<file path="src/hdl/agp_pkg.sv">
`timescale 1ns / 1ps
// ============================================================================
// agp_pkg: shared constants for the antialiased glyph pixel unit
// Default geometry, register indexes, reset colors and channel slots.
// ============================================================================

package agp_pkg;

    // default overlay size in pixels and subsamples per pixel edge
    localparam int OVERLAY_PIXELS_DEF = 32;
    localparam int SUBSAMPLES_DEF     = 4;

    localparam int PIX_W     = 5;   // pixel coordinate width
    localparam int COLOR_W   = 24;  // packed red/green/blue
    localparam int CH_W      = 8;   // one color channel
    localparam int CFG_IDX_W = 2;

    // configuration register indexes
    typedef enum logic [CFG_IDX_W-1:0] {
        CFG_GLYPH_MODE  = 2'd0,
        CFG_DISC_COLOR  = 2'd1,
        CFG_GLYPH_COLOR = 2'd2
    } cfg_index_t;

    localparam logic                GLYPH_MODE_RST  = 1'b0;   // play triangle
    localparam logic [COLOR_W-1:0]  DISC_COLOR_RST  = 24'h18181A;
    localparam logic [COLOR_W-1:0]  GLYPH_COLOR_RST = 24'hF5F5F5;

    // result channel slots; blue/green/red match the byte order of a packed color
    localparam int CH_BLUE  = 0;
    localparam int CH_GREEN = 1;
    localparam int CH_RED   = 2;
    localparam int CH_ALPHA = 3;
    localparam int NUM_CH   = 4;

    // percent of the overlay span in 1/64-pixel units, rounded half up
    function automatic int frac_u(input int units, input int percent);
        return (2 * units * percent + 100) / 200;
    endfunction

endpackage

</file>
<file path="src/hdl/antialiased_glyph_pixel_unit.sv">
`timescale 1ns / 1ps
// ============================================================================
// antialiased_glyph_pixel_unit: premultiplied BGRA of one overlay pixel
// Supersampled coverage of a disc with a light ring and a play or pause glyph.
// ============================================================================
//
//  channel | signals                                   | transfer
//  --------+-------------------------------------------+---------------------------
//  pixel   | in_valid, in_ready, pixel_x, pixel_y      | valid & ready at clk rise
//  result  | out_valid, out_ready, blue/green/red/     | valid & ready at clk rise
//          | alpha_out                                 |
//  config  | cfg_we, cfg_index, cfg_data               | cfg_we at clk rise
//
//  Six register stages; a pixel transaction passes through them in order.
//  One pixel per cycle sustained while results are taken: every stage holds
//  one pixel, set by the six-stage pipeline with per-stage valid bits.
//  A stalled result only holds the stages it blocks; empty stages upstream
//  keep taking new pixels, and in_ready falls only once every stage is full.
//  Reset (rst_n low, asynchronous) empties the pipeline and restores the
//  registers: play glyph, disc 0x18181A, ring and glyph 0xF5F5F5.
//
//  Stage plan:
//    1  per sample column / row: coordinate, squared offset from center,
//       triangle edge terms, pause bar column / row tests
//    2  per subsample: coverage, ring, glyph hit
//    3  count covered and glyph-colored subsamples
//    4  channel sums (glyph color * hits + disc color * rest), alpha numerator
//    5  rounding numerator times reciprocal of twice the sample count
//    6  quotient into the output register
// ============================================================================

module antialiased_glyph_pixel_unit #(
    parameter int OVERLAY_PIXELS = agp_pkg::OVERLAY_PIXELS_DEF,
    parameter int SUBSAMPLES     = agp_pkg::SUBSAMPLES_DEF
) (
    input  logic                          clk,
    input  logic                          rst_n,

    input  logic                          in_valid,
    output logic                          in_ready,
    input  logic [agp_pkg::PIX_W-1:0]     pixel_x,
    input  logic [agp_pkg::PIX_W-1:0]     pixel_y,

    output logic                          out_valid,
    input  logic                          out_ready,
    output logic [agp_pkg::CH_W-1:0]      blue_out,
    output logic [agp_pkg::CH_W-1:0]      green_out,
    output logic [agp_pkg::CH_W-1:0]      red_out,
    output logic [agp_pkg::CH_W-1:0]      alpha_out,

    input  logic                          cfg_we,
    input  logic [agp_pkg::CFG_IDX_W-1:0] cfg_index,
    input  logic [agp_pkg::COLOR_W-1:0]   cfg_data
);

    // ------------------------------------------------------------------
    // Geometry, all in 1/64-pixel units
    // ------------------------------------------------------------------
    localparam int  UNITS   = 64 * OVERLAY_PIXELS;
    localparam int  CENTRE  = UNITS / 2;
    localparam int  RADIUS  = 32 * (OVERLAY_PIXELS - 2);
    localparam longint OUTER2 = longint'(RADIUS + 64) * longint'(RADIUS + 64);
    localparam longint INNER2 = longint'(RADIUS - 64) * longint'(RADIUS - 64);

    // signed coordinate width: holds the overlay span and any sample point
    localparam int  CW_G  = $clog2(UNITS) + 2;
    localparam int  CW    = (CW_G > 13) ? CW_G : 13;
    localparam int  PW    = 2 * CW;      // products
    localparam int  D2_W  = 2 * CW;      // one squared offset
    localparam int  EW    = 2 * CW + 1;  // edge function

    localparam logic signed [CW-1:0] CENTRE_V = CW'(CENTRE);
    localparam logic [D2_W:0]        OUTER2_V = (D2_W + 1)'(OUTER2);
    localparam logic [D2_W:0]        INNER2_V = (D2_W + 1)'(INNER2);

    // play triangle corners
    localparam int LX = agp_pkg::frac_u(UNITS, 35);
    localparam int TY = agp_pkg::frac_u(UNITS, 31);
    localparam int RX = agp_pkg::frac_u(UNITS, 73);
    localparam int MY = agp_pkg::frac_u(UNITS, 50);
    localparam int BY = agp_pkg::frac_u(UNITS, 69);

    // edge function = row term + column term
    //   edge 0 (LX,TY)->(RX,MY), edge 1 (RX,MY)->(LX,BY), edge 2 (LX,BY)->(LX,TY)
    localparam logic signed [CW-1:0] LX_V  = CW'(LX);
    localparam logic signed [CW-1:0] RX_V  = CW'(RX);
    localparam logic signed [CW-1:0] TY_V  = CW'(TY);
    localparam logic signed [CW-1:0] MY_V  = CW'(MY);
    localparam logic signed [CW-1:0] E0_DX = CW'(RX - LX);
    localparam logic signed [CW-1:0] E0_DY = CW'(MY - TY);
    localparam logic signed [CW-1:0] E1_DX = CW'(LX - RX);
    localparam logic signed [CW-1:0] E1_DY = CW'(BY - MY);
    localparam logic signed [CW-1:0] E2_DY = CW'(TY - BY);

    // pause bars
    localparam logic signed [CW-1:0] BAR_X0 = CW'(agp_pkg::frac_u(UNITS, 26));
    localparam logic signed [CW-1:0] BAR_X1 = CW'(agp_pkg::frac_u(UNITS, 40));
    localparam logic signed [CW-1:0] BAR_X2 = CW'(agp_pkg::frac_u(UNITS, 60));
    localparam logic signed [CW-1:0] BAR_X3 = CW'(agp_pkg::frac_u(UNITS, 74));
    localparam logic signed [CW-1:0] BAR_Y0 = CW'(agp_pkg::frac_u(UNITS, 30));
    localparam logic signed [CW-1:0] BAR_Y1 = CW'(agp_pkg::frac_u(UNITS, 70));

    // ------------------------------------------------------------------
    // Resolve: round(n / TOTAL) = floor((2n + TOTAL) / (2 TOTAL)),
    // done as an exact multiply by a rounded-up reciprocal
    // ------------------------------------------------------------------
    localparam int     TOTAL  = SUBSAMPLES * SUBSAMPLES;
    localparam int     CNT_W  = $clog2(TOTAL + 1);
    localparam int     SUM_W  = $clog2(255 * TOTAL + 1);
    localparam int     NUM_W  = SUM_W + 2;
    localparam int     DIVR   = 2 * TOTAL;
    localparam int     RSH    = NUM_W + $clog2(DIVR);
    localparam longint RECIP  = ((longint'(1) << RSH) + DIVR - 1) / DIVR;
    localparam int     PROD_W = 2 * NUM_W + 1;
    localparam logic [PROD_W-1:0] RECIP_V = PROD_W'(RECIP);
    localparam int     CH_W   = agp_pkg::CH_W;
    localparam int     NUM_CH = agp_pkg::NUM_CH;

    localparam int NSTG = 6;

    // ------------------------------------------------------------------
    // Configuration registers
    // ------------------------------------------------------------------
    logic                          glyph_mode_reg;
    logic [agp_pkg::COLOR_W-1:0]   disc_color_reg;
    logic [agp_pkg::COLOR_W-1:0]   glyph_color_reg;

    always_ff @(posedge clk or negedge rst_n)
    begin
        if (!rst_n)
        begin
            glyph_mode_reg  <= agp_pkg::GLYPH_MODE_RST;
            disc_color_reg  <= agp_pkg::DISC_COLOR_RST;
            glyph_color_reg <= agp_pkg::GLYPH_COLOR_RST;
        end
        else if (cfg_we)
        begin
            case (cfg_index)
                agp_pkg::CFG_GLYPH_MODE:  glyph_mode_reg  <= cfg_data[0];
                agp_pkg::CFG_DISC_COLOR:  disc_color_reg  <= cfg_data;
                agp_pkg::CFG_GLYPH_COLOR: glyph_color_reg <= cfg_data;
                default:                  ;   // unknown index: ignored
            endcase
        end
    end

    // ------------------------------------------------------------------
    // Pipeline control: a stage loads when it is empty or its successor
    // loads, so bubbles collapse behind a stalled result
    // ------------------------------------------------------------------
    logic [NSTG-1:0] vld_reg;
    logic [NSTG-1:0] stg_en;

    always_comb
    begin
        stg_en[NSTG-1] = !vld_reg[NSTG-1] || out_ready;
        for (int k = NSTG - 2; k >= 0; k--)
        begin
            stg_en[k] = !vld_reg[k] || stg_en[k+1];
        end
    end

    assign in_ready  = stg_en[0];
    assign out_valid = vld_reg[NSTG-1];

    always_ff @(posedge clk or negedge rst_n)
    begin
        if (!rst_n)
        begin
            vld_reg <= '0;
        end
        else
        begin
            if (stg_en[0])
            begin
                vld_reg[0] <= in_valid;
            end
            for (int k = 1; k < NSTG; k++)
            begin
                if (stg_en[k])
                begin
                    vld_reg[k] <= vld_reg[k-1];
                end
            end
        end
    end

    // ------------------------------------------------------------------
    // Stage 1: per sample column and per sample row
    // ------------------------------------------------------------------
    logic [D2_W-1:0]        dx2_next [SUBSAMPLES];
    logic [D2_W-1:0]        dx2_reg  [SUBSAMPLES];
    logic [D2_W-1:0]        dy2_next [SUBSAMPLES];
    logic [D2_W-1:0]        dy2_reg  [SUBSAMPLES];
    logic signed [PW-1:0]   cx0_next [SUBSAMPLES];
    logic signed [PW-1:0]   cx0_reg  [SUBSAMPLES];
    logic signed [PW-1:0]   cx1_next [SUBSAMPLES];
    logic signed [PW-1:0]   cx1_reg  [SUBSAMPLES];
    logic signed [PW-1:0]   cx2_next [SUBSAMPLES];
    logic signed [PW-1:0]   cx2_reg  [SUBSAMPLES];
    logic signed [PW-1:0]   ry0_next [SUBSAMPLES];
    logic signed [PW-1:0]   ry0_reg  [SUBSAMPLES];
    logic signed [PW-1:0]   ry1_next [SUBSAMPLES];
    logic signed [PW-1:0]   ry1_reg  [SUBSAMPLES];
    logic [SUBSAMPLES-1:0]  colx_next;
    logic [SUBSAMPLES-1:0]  colx_reg;
    logic [SUBSAMPLES-1:0]  rowy_next;
    logic [SUBSAMPLES-1:0]  rowy_reg;

    for (genvar k = 0; k < SUBSAMPLES; k++)
    begin : g_lane
        // sample offset inside the pixel, rounded half up
        localparam int OFF = (64 * (2 * k + 1) + SUBSAMPLES) / (2 * SUBSAMPLES);

        logic signed [CW-1:0] x_c;
        logic signed [CW-1:0] y_c;
        logic signed [CW-1:0] dx_c;
        logic signed [CW-1:0] dy_c;
        logic signed [PW-1:0] sqx_c;
        logic signed [PW-1:0] sqy_c;

        assign x_c  = CW'({pixel_x, 6'd0}) + CW'(OFF);
        assign y_c  = CW'({pixel_y, 6'd0}) + CW'(OFF);
        assign dx_c = x_c - CENTRE_V;
        assign dy_c = y_c - CENTRE_V;

        assign sqx_c = PW'(dx_c) * PW'(dx_c);
        assign sqy_c = PW'(dy_c) * PW'(dy_c);
        assign dx2_next[k] = $unsigned(sqx_c);
        assign dy2_next[k] = $unsigned(sqy_c);

        assign cx0_next[k] = PW'(E0_DY) * PW'(LX_V - x_c);
        assign cx1_next[k] = PW'(E1_DY) * PW'(RX_V - x_c);
        assign cx2_next[k] = PW'(E2_DY) * PW'(LX_V - x_c);
        assign ry0_next[k] = PW'(E0_DX) * PW'(y_c - TY_V);
        assign ry1_next[k] = PW'(E1_DX) * PW'(y_c - MY_V);

        assign colx_next[k] = (x_c >= BAR_X0 && x_c < BAR_X1) ||
                              (x_c >= BAR_X2 && x_c < BAR_X3);
        assign rowy_next[k] = (y_c >= BAR_Y0 && y_c < BAR_Y1);
    end

    always_ff @(posedge clk)
    begin
        if (stg_en[0])
        begin
            for (int k = 0; k < SUBSAMPLES; k++)
            begin
                dx2_reg[k] <= dx2_next[k];
                dy2_reg[k] <= dy2_next[k];
                cx0_reg[k] <= cx0_next[k];
                cx1_reg[k] <= cx1_next[k];
                cx2_reg[k] <= cx2_next[k];
                ry0_reg[k] <= ry0_next[k];
                ry1_reg[k] <= ry1_next[k];
            end
            colx_reg <= colx_next;
            rowy_reg <= rowy_next;
        end
    end

    // ------------------------------------------------------------------
    // Stage 2: classify each subsample
    //   cov: inside radius plus half stroke
    //   hit: covered and on the ring or the glyph (takes glyph color)
    // ------------------------------------------------------------------
    logic [TOTAL-1:0] cov_next;
    logic [TOTAL-1:0] cov_reg;
    logic [TOTAL-1:0] hit_next;
    logic [TOTAL-1:0] hit_reg;

    for (genvar sy = 0; sy < SUBSAMPLES; sy++)
    begin : g_row
        for (genvar sx = 0; sx < SUBSAMPLES; sx++)
        begin : g_col
            logic [D2_W:0]        d2_s;
            logic signed [EW-1:0] e0_s;
            logic signed [EW-1:0] e1_s;
            logic signed [EW-1:0] e2_s;
            logic                 ring_s;
            logic                 tri_s;
            logic                 glyph_s;

            assign d2_s   = {1'b0, dx2_reg[sx]} + {1'b0, dy2_reg[sy]};
            assign e0_s   = EW'(ry0_reg[sy]) + EW'(cx0_reg[sx]);
            assign e1_s   = EW'(ry1_reg[sy]) + EW'(cx1_reg[sx]);
            assign e2_s   = EW'(cx2_reg[sx]);
            assign ring_s = (d2_s >= INNER2_V);
            // edges included: all non-negative or all non-positive
            assign tri_s  = (e0_s >= 0 && e1_s >= 0 && e2_s >= 0) ||
                            (e0_s <= 0 && e1_s <= 0 && e2_s <= 0);
            assign glyph_s = glyph_mode_reg ? (colx_reg[sx] && rowy_reg[sy]) : tri_s;

            assign cov_next[sy*SUBSAMPLES + sx] = (d2_s <= OUTER2_V);
            assign hit_next[sy*SUBSAMPLES + sx] = (d2_s <= OUTER2_V) && (ring_s || glyph_s);
        end
    end

    always_ff @(posedge clk)
    begin
        if (stg_en[1])
        begin
            cov_reg <= cov_next;
            hit_reg <= hit_next;
        end
    end

    // ------------------------------------------------------------------
    // Stage 3: subsample counts
    // ------------------------------------------------------------------
    logic [CNT_W-1:0] ncov_next;
    logic [CNT_W-1:0] ncov_reg;
    logic [CNT_W-1:0] nhit_next;
    logic [CNT_W-1:0] nhit_reg;

    always_comb
    begin
        ncov_next = '0;
        nhit_next = '0;
        for (int i = 0; i < TOTAL; i++)
        begin
            ncov_next = ncov_next + CNT_W'(cov_reg[i]);
            nhit_next = nhit_next + CNT_W'(hit_reg[i]);
        end
    end

    always_ff @(posedge clk)
    begin
        if (stg_en[2])
        begin
            ncov_reg <= ncov_next;
            nhit_reg <= nhit_next;
        end
    end

    // ------------------------------------------------------------------
    // Stage 4: channel sums and alpha numerator
    // ------------------------------------------------------------------
    logic [CNT_W-1:0] ndisc;
    logic [SUM_W-1:0] sum_next [NUM_CH];
    logic [SUM_W-1:0] sum_reg  [NUM_CH];

    assign ndisc = ncov_reg - nhit_reg;

    always_comb
    begin
        for (int c = 0; c < agp_pkg::CH_ALPHA; c++)
        begin
            sum_next[c] = SUM_W'(nhit_reg) * SUM_W'(glyph_color_reg[CH_W*c +: CH_W]) +
                          SUM_W'(ndisc)    * SUM_W'(disc_color_reg[CH_W*c +: CH_W]);
        end
        sum_next[agp_pkg::CH_ALPHA] = SUM_W'(ncov_reg) * SUM_W'(8'd255);
    end

    always_ff @(posedge clk)
    begin
        if (stg_en[3])
        begin
            for (int c = 0; c < NUM_CH; c++)
            begin
                sum_reg[c] <= sum_next[c];
            end
        end
    end

    // ------------------------------------------------------------------
    // Stage 5: (2 sum + TOTAL) times reciprocal of 2 TOTAL
    // ------------------------------------------------------------------
    logic [NUM_W-1:0]  num_s     [NUM_CH];
    logic [PROD_W-1:0] prod_next [NUM_CH];
    logic [PROD_W-1:0] prod_reg  [NUM_CH];

    always_comb
    begin
        for (int c = 0; c < NUM_CH; c++)
        begin
            num_s[c]     = NUM_W'({sum_reg[c], 1'b0}) + NUM_W'(TOTAL);
            prod_next[c] = PROD_W'(num_s[c]) * RECIP_V;
        end
    end

    always_ff @(posedge clk)
    begin
        if (stg_en[4])
        begin
            for (int c = 0; c < NUM_CH; c++)
            begin
                prod_reg[c] <= prod_next[c];
            end
        end
    end

    // ------------------------------------------------------------------
    // Stage 6: quotient into the output register (never exceeds 255)
    // ------------------------------------------------------------------
    logic [CH_W-1:0] out_next [NUM_CH];
    logic [CH_W-1:0] out_reg  [NUM_CH];

    always_comb
    begin
        for (int c = 0; c < NUM_CH; c++)
        begin
            out_next[c] = prod_reg[c][RSH +: CH_W];
        end
    end

    always_ff @(posedge clk)
    begin
        if (stg_en[5])
        begin
            for (int c = 0; c < NUM_CH; c++)
            begin
                out_reg[c] <= out_next[c];
            end
        end
    end

    assign blue_out  = out_reg[agp_pkg::CH_BLUE];
    assign green_out = out_reg[agp_pkg::CH_GREEN];
    assign red_out   = out_reg[agp_pkg::CH_RED];
    assign alpha_out = out_reg[agp_pkg::CH_ALPHA];

endmodule

</file>
<file path="config.mk">
export PLATFORM = sky130hd
export DESIGN_NAME = antialiased_glyph_pixel_unit
export DESIGN_NICKNAME = d
export VERILOG_FILES = /design/src/hdl/agp_pkg.sv /design/src/hdl/antialiased_glyph_pixel_unit.sv
export SDC_FILE = /design/constraint.sdc
export NUM_CORES = 2
export LEC_CHECK = 0
export BUFFER_PORTS_ARGS = -buffer_cell sky130_fd_sc_hd__buf_2
export CORE_ASPECT_RATIO = 1.25
export CORE_MARGIN = 2
export CORE_UTILIZATION = 45
export CTS_CLUSTER_DIAMETER = 40
export DETAILED_ROUTE_END_ITERATION = 10
export MAX_ROUTING_LAYER = met4
export PLACE_DENSITY = 0.66
export SETUP_SLACK_MARGIN = 0.4
export SKIP_CTS_REPAIR_TIMING = 1
export SLEW_MARGIN = 25
export SYNTH_ARGS = -nofsm -noshare
export SYNTH_HDL_FRONTEND = slang
export SYNTH_SLANG_ARGS = --single-unit
</file>
<file path="constraint.sdc">
create_clock -name clk -period 16.81 [get_ports clk]
set_input_delay 3.362 -clock clk [delete_from_list [all_inputs] [get_ports clk]]
set_output_delay 3.362 -clock clk [all_outputs]
set_load 0.02 [all_outputs]
</file>
==> run summary <==
TritonCTS built the clock tree. The most frequent cell on the critical path is fa_1. The shortest period the worst path allows is 9.948 ns. The share of flip-flops with an asynchronous set or reset is 0.09466. The maximum number of buffers from clock root to sink is 3. The violation count after the first detailed-routing iteration came out at 3882. The post-placement setup slack is roughly 6.1 ns.

The maximum cell stage delay along the critical path is 0.68 ns. The number of H-tree levels came out at 3. Timing would allow up to ~100 MHz. STA puts the critical path data required time at 17.27 ns. The post-route setup TNS came out at 0 ns. The clock transition at the register clock pins on the worst setup and hold paths after CTS is 0.05 ns.

The signal on the critical path passes through buf_2 > inv_2 > buf_4 > ha_1 > fa_1 > inv_1 > fa_1 > fa_1 > inv_1 > fa_1 > fa_1 > ha_1 > ha_1 > or2_2 > a21oi_1 > a311oi_2 > o21a_1 > o21ai_1 > and2_1 > xnor2_1. The final hold violation count is 0. Of the total synthesized cell area, the portion taken by AND, OR, NAND and NOR gates is 0.09885.

The placer congestion estimate came out at 0.9900. Of the total synthesized cell area, the portion taken by full adders, half adders and majority gates is 0.4468. The total count of max-transition violations in the final report is 0. After synthesis, the largest family of logic cells by area is adder cells. The Yosys step of the flow raised 0 warnings. The dominant register cell in the synthesized netlist is edfxtp_1. Setup repair after global routing left no endpoint under its margin. The number of clock buffers inserted by TritonCTS is 92. The first-pass GRT wire length is around 390 mm. The fraction of layout cells with a size suffix above 1 came out at 0.05748. The type of the worst min-delay path is reg2reg. The number of vias per cell after detailed routing came out at about 5.7. The xor-xnor portion of the synthesized cell area is 0.05519. The synthesized netlist net count came out at 10950. The clock latency on the worst-skew pair is 0.73 ns.

The total detailed-routing wirelength is 253.2 mm. The largest fanout on the critical path came out at 55. The maximum number of pins on one net before global-route repair is between 70 and 80. The headroom to the max-slew limit came out at 0.1496. The utilization after layout came out at 0.4877. The period utilization is 0.5918.

The number of buffers added on ports is 74. Counting flops with a built-in enable in the synthesized netlist gives 526. The starting density of the core is 0.4514. The fraction of the mapped netlist area in compound gates is 0.1244. The via count is 62860.

The placed wire-length estimate is 213.4 mm. The worst-case setup margin in the final layout came out at about 7 ns. The flop and latch count out of synthesis is ~580. The actual slew at the worst max-slew pin came out at 1.256 ns. The global-route usage over all layers came out at 0.2748. The detailed-route wire length per cell is about 23 µm. The total grt overflow is 0. The worst clock skew came out at 0.03210 ns. The number of remaining DRC errors came out at 0. The number of setup violations in the final report came out at 0.

The number of cells on the worst reg-to-reg path is 23. The I/O pin total came out at 75. STA classifies the critical path endpoint as a register.

The tree is rooted in a clkbuf_16. STA classifies the critical path startpoint as an input pin. The tree built by TritonCTS fans out to 581 sinks.

The number of global-route vias before repair came out at 65410. The die covers 191800 µm². Of the synthesized area, sequential elements account for 0.2030.

The post-synthesis instance total came out at 8344. In this run the vertical extent of the chip is 489.2 µm. The die is 392.1 µm wide. The standard-cell row count is 178.

For this design, the slowest cell found on the critical path is fa_1. At the worst endpoint, the arrival time is about 10 ns. In the layout the commonest cells are ha_1, inv_1, fa_1. The remaining antenna violation count after routing is 0.

The minimum hold slack came out at 0.4149 ns. The area overhead of the layout relative to synthesis came out at 8.059%. The critical path in this run is classified as in2reg. The number of flip-flops under the largest register name is 66. The number of antenna violations at the first check in global routing is 6. The synthesized netlist occupies a cell area of 84740 µm². The number of optimization iterations in the first detailed-route pass is 6. The multiplexer area fraction after synthesis is 0.01073. The number of instances on the worst hold path is 0. The area of the core came out at 187700 µm². Leaving out fill and tap cells, the most frequent cell in the layout is ha_1. The flow ran to the end, and the final reports show no timing, DRC or antenna violations. The number of unique standard cell types used by synthesis is 110. Across the run, the number of max-cap violations was 0. The post-synthesis average cell area came out at 10.16 µm². The net count reported at finish came out at ~11000.
==> layout make-up <==
cell class	count	area, µm²
fill	17150	96180
multi-input combinational	6390	62420
sequential	581	17200
inverter	1294	4857
tap	2520	3153
clock buffer	104	2347
timing repair buffer	139	859.6
clock inverter	69	719.4
antenna	4	10.01
==> kinds of logic (layout without fill, tap and decap cells) <==
family,after synthesis,after routing
xor gates and xnor gates,534,534
buffers and inverters,1373,1606
DFF,581,581
muxes,84,84
adders and majority gates,2564,2564
and+or+nand+nor,1642,1642
AOI/OAI and AO/OA,1565,1565
other,1,5
==> worst max-delay path, delay by kind of cell <==
kind	cells	cell delay, ns
xor+xnor	1	0.06
buf+inv	5	1.73
simple gates	2	0.49
fa+ha+maj	8	3.92
compound gates	4	0.80
==> worst paths after layout <==
kind	endpoint	startpoint	slack [ns]
max	dy2_reg[3][23]$_DFFE_PP_	pixel_y[4]	6.86
min	out_reg[2][7]$_DFFE_PP_	prod_reg[2][12]$_DFFE_PP_	0.41
max reg2reg	sum_reg[2][11]$_DFFE_PP_	ncov_reg[0]$_DFFE_PP_	9.64
min reg2reg	out_reg[2][7]$_DFFE_PP_	prod_reg[2][12]$_DFFE_PP_	0.41
max in group asynchronous	glyph_color_reg[17]$_DFFE_PN0P_	rst_n	13.48
min in group asynchronous	vld_reg[5]$_DFFE_PN0P_	rst_n	2.77
==> stage by stage <==
stage,area [µm²],cells
6_report,91570,11100
5_1_grt,91570,11100
4_1_cts,91550,11100
3_5_place_dp,88480,10920
3_3_place_gp,88460,10920
2_1_floorplan,84750,8344
==> Yosys cell counts, drive strengths merged (94+ instances only) <==
master / count / area (µm²)
a211oi: 94 / 725.7
o21ai: 294 / 1479
and2: 169 / 1057
nand2: 361 / 1358
a21oi: 384 / 1926
edfxtp: 526 / 15800
ha: 1794 / 22450
a21o: 193 / 1449
nor2b: 95 / 594.3
nand3: 151 / 760.7
inv: 1293 / 4853
nor2: 339 / 1272
fa: 770 / 15410
xor2: 124 / 1086
xnor2: 410 / 3591
nor3: 138 / 710.7
==> per-layer routing <==
metal	vias up	global-route usage	wire [µm]
li1	29500	-	-
met1	31200	0.3256	103400
met2	1622	0.4565	121300
met3	541	0.02899	11920
met4	0	0.1540	16630
met5	-	-	0
Power is not shown: default switching activity piles up to over one toggle a cycle in this logic, so the estimate is an artifact.
